File: config.mk
export PLATFORM = sky130hd
export DESIGN_NAME = tcd_store
export DESIGN_NICKNAME = d
export VERILOG_FILES = /design/src/hw/rtl/assert_macros.svh /design/src/hw/rtl/tcd_store.sv
export SDC_FILE = /design/constraint.sdc
export NUM_CORES = 1
export LEC_CHECK = 0
export BUFFER_PORTS_ARGS = -buffer_cell sky130_fd_sc_hd__buf_2
export CORE_ASPECT_RATIO = 0.6
export CORE_UTILIZATION = 56
export DETAILED_ROUTE_END_ITERATION = 8
export GPL_TIMING_DRIVEN = 1
export PLACE_DENSITY_LB_ADDON = 0.2
export SLEW_MARGIN = 20
export SYNTH_ARGS = -nofsm -noshare
export SYNTH_HDL_FRONTEND = slang
export SYNTH_SLANG_ARGS = --single-unit
File: constraint.sdc
create_clock -name clk_i -period 1.9 [get_ports clk_i]
set_input_delay 0.38 -clock clk_i [delete_from_list [all_inputs] [get_ports clk_i]]
set_output_delay 0.38 -clock clk_i [all_outputs]
set_load 0.03 [all_outputs]
File: src/hw/rtl/assert_macros.svh
// assertion macros for the rtl files
`ifndef ASSERT_MACROS_SVH
`define ASSERT_MACROS_SVH

// property holds at every clock edge outside reset
`define ASSERT_ALWAYS(lbl, clk, rst_n, prop, msg) \
  lbl: assert property (@(posedge clk) disable iff (!rst_n) (prop)) else $error(msg);

// condition implies a consequence in the next cycle
`define ASSERT_NEXT(lbl, clk, rst_n, pre, post, msg) \
  lbl: assert property (@(posedge clk) disable iff (!rst_n) (pre) |=> (post)) else $error(msg);

`endif

File: src/hw/rtl/tcd_store.sv
// table memory with one write port and one registered read port
`default_nettype none
module tcd_store #(
  parameter int Depth = 64,
  parameter int Width = 8
) (
  input  wire logic                     clk_i,
  input  wire logic                     we_i,
  input  wire logic [$clog2(Depth)-1:0] waddr_i,
  input  wire logic [Width-1:0]         wdata_i,
  input  wire logic [$clog2(Depth)-1:0] raddr_i,
  output logic      [Width-1:0]         rdata_o
);
  logic [Width-1:0] mem [Depth];
  logic [Width-1:0] rdata_q;

  always_ff @(posedge clk_i) begin
    if (we_i) begin
      mem[waddr_i] <= wdata_i;
    end
    rdata_q <= mem[raddr_i];
  end

  assign rdata_o = rdata_q;
endmodule
`default_nettype wire

==> run_results.csv <==
group,metric,value,unit
status,outcome,"complete, no violations",
finish,final_area,0.0235,mm²
placement,dp_cells,1535,
finish,fin_cells,1619,
power,leakage,7.69,nW
sta,maxSlewHeadroom,0.491,
power,combPwrFrac,0.057,
sta,hold_slack,245,ps
flow_run,cap_violations,0,
yosys,muxShareOfSynthArea,0.159,
finish,seqCellArea,0.0155,mm²
clocking,clock-root-buffer,"clkbuf_16",
detailed_routing,viasPerCell,6.29,
yosys,synth_seq_cells,520,
yosys,yosysWarningCount,0,
setup_path,crit_required,2330,ps
sta,setup_violations,0,
sta,max_freq,526,MHz
power,p_seq_frac,0.534,
floorplanning,core_area,0.0352,mm²
placement,dpl_worst_slack,-1020,ps
yosys,synth_compound_area_frac,0.0207,
setup_path,r2r-end,"rdata_o[5]",
finish,mostFrequentLayoutCells,"512 x edfxtp_1, 139 x buf_4, 126 x mux4_2, 83 x nor2_1, 49 x clkbuf_16",
yosys,yosys.area_share.simple,0.0339,
placement,placed_cell_area,0.0219,mm²
clocking,tritoncts,"built",
sta,final-hold-violation-count,0,
clocking,htreeDepth,2,
floorplanning,start_util,0.573,
global_route,grt_overflow,0,
power,p_sw_frac,0.205,
power,powerDensity,1010,mW/mm²
floorplanning,row_count,53,
sta,slew_viol_final,0,
placement,hpwl,29100,µm
setup_path,path_class,"flip-flop to flip-flop",
yosys,yosysUniqueCellTypes,40,
floorplanning,fp.dieArea,0.0368,mm²
power,p_sw,4.90,mW
detailed_routing,avgRoutedWirePerCell,28.2,µm
setup_path,r2r_cells,4,
setup_path,rrSetupSlack,0.2,ps
sta,fin_crit_sh,1.00,
setup_path,critical_path_peak_fanout,1,
power,fin_total_pwr,23.9,mW
sta,min_period,1900,ps
placement,numPortBuffers,29,
global_route,grt_pass1_vias,9862,
global_route,grt_use_total,0.261,
yosys,synthCells,940,
finish,drive_gt1_frac,0.345,
hold_path,min_to,"mem[60][7]",
sta,skew,19.6,ps
global_route,antenna_found_initial,0,
power,clockPowerShare,0.409,
sta,worst_slack,0.233,ps
finish,area_growth,16.7,%
finish,multi_input_area,0.00438,mm²
floorplanning,pin_count,30,
clocking,cts.path.max_buffers,3,
setup_path,r2r-start,"mem[49][5]",
setup_path,start_kind,"flip-flop",
sta,tightest_slew,764,ps
power,ir_worst_vdd,843,µV
yosys,synth-xor-area-share,0,
clocking,clkTransAtPathRegs,70,ps
yosys,syn-num-nets,962,
yosys,syn_avg_cell_area,21.5,µm²
clocking,clk-insertion-delay-late,570,ps
yosys,synth_top_family_by_area,"multiplexers",
detailed_routing,first_pass_iters,5,
power,intPower,19.0,mW
detailed_routing,drc,0,
detailed_routing,drt_iter0_markers,1388,
yosys,synthAdderAreaFrac,0,
hold_path,worstHoldPathType,"primary input to flip-flop",
detailed_routing,vias,10200,
clocking,hold_buffers,0,
finish,fillers,2247,
finish,diodes,0,
placement,place_congestion,0.881,
hold_path,hold_depth,1,
global_route,grt_pass1_wl,67500,µm
yosys,synth-seq-area-share,0.770,
global_route,grt_max_degree,65,
setup_path,arrival,2330,ps
detailed_routing,wl,45700,µm
clocking,clock-sinks,520,
setup_path,setup.worst_path.end_class,"flip-flop",
finish,layout_commonest_cell,"edfxtp_1",
finish,nets,1138,
hold_path,holdCritStartpoint,"wdata_i[7]",
floorplanning,die_y,149,µm
detailed_routing,ant_nets,0,
clocking,numCtsBuffers,46,
floorplanning,die_w,247,µm
yosys,syn-cell-area,0.0202,mm²
-- power by group through the flow --
stage                     clock [mW]  sequential [mW]  combinational (mW)
after CTS                       9.91             12.7                1.37
after global routing            10.3             12.7                1.45
after global placement             0             13.0                1.33
after detailed placement           0             13.0                1.35
final                           9.76             12.7                1.37
after floorplan                    0             13.0               0.688
-- worst max-delay path by stage --
stage,to,depth (start not counted),start,slack [ps]
6_report,rdata_o[5],4,mem[49][5],0.2
5_1_grt,rdata_o[2],5,mem[47][2],-0.03
4_1_cts,rdata_o[2],5,mem[47][2],9
3_5_place_dp,rdata_o[3],7,raddr_i[0],-1020
3_3_place_gp,rdata_o[3],7,raddr_i[0],-980
2_1_floorplan,rdata_o[7],7,raddr_i[0],-30
-- area by class of cell --
| cell class | count | area share |
|---|---|---|
| clock buffer | 60 | 0.0543 |
| clock inverter | 24 | 0.0128 |
| multi-input combinational | 369 | 0.186 |
| sequential | 520 | 0.660 |
| tap | 467 | 0.0248 |
| timing repair buffer | 179 | 0.0621 |
-- timing repair --
item,in CTS,in global routing
endpoints found under the setup margin,5,4
resized for setup,10,2
buffers inserted,0,0
pin swaps,1,2
-- stage by stage --
stage / utilization / TNS, ps
after detailed placement: 0.622 / -4400
after global routing: 0.668 / -0.0340
final: 0.668 / 0
after floorplan: - / -95.1
after global placement: 0.622 / -4270
after CTS: 0.668 / 0
-- synthesized netlist by cell type, drive strengths merged --
master	number	area, µm²
dfxtp	8	160
mux4	126	2840
nor4	2	12.5
a2111oi	2	17.5
clkbuf	17	63.8
a31oi	1	6.26
or3	1	6.26
o21ai	4	20.0
nand3	13	65.1
a22oi	3	22.5
nand2	19	71.3
nor3	7	35.0
nor2b	14	87.6
a21oi	3	15.0
a211oi	4	30.0
nand4b	1	8.76
o221ai	8	70.1
nand2b	7	43.8
o221a	2	22.5
o311ai	1	8.76
o41ai	2	17.5
edfxtp	512	15400
mux2	13	146
buf	34	253
nand4	2	12.5
nor2	83	312
o2bb2ai	3	26.3
o22ai	8	50.1
o21a	2	15.0
mux2i	23	230
o2111ai	3	26.3
nand3b	3	22.5
a221oi	6	52.6
and2	1	6.26
o32ai	2	17.5
-- critical path, cell delays in order (launching register included) --
cell,delay (ps)
edfxtp_1,380
mux4_2,510
mux4_2,500
o21ai_2,240
o41ai_1,120
-- logic make-up (layout without fill, tap and decap cells) --
group                  Yosys count  in the layout
flip-flops                     520            520
AND/OR/NAND/NOR                153            153
multiplexers                   162            162
buffers and inverters           51            263
AO/OA/AOI/OAI                   54             54
-- per-layer routing --
| metal | share of wire | track usage | vias to the layer above |
|---|---|---|---|
| li1 | - | - | 4278 |
| met1 | 0.46 | 0.440 | 5338 |
| met2 | 0.42 | 0.350 | 509 |
| met3 | 0.10 | 0.0568 | 60 |
| met4 | 0.016 | 0.0503 | 0 |
| met5 | 0 | 0 | - |
-- sequential cells by signal (all words and copies together) (netlist names) --
register and cells:
mem 512, rdata_o 8
(Power assumes the default switching activity.)
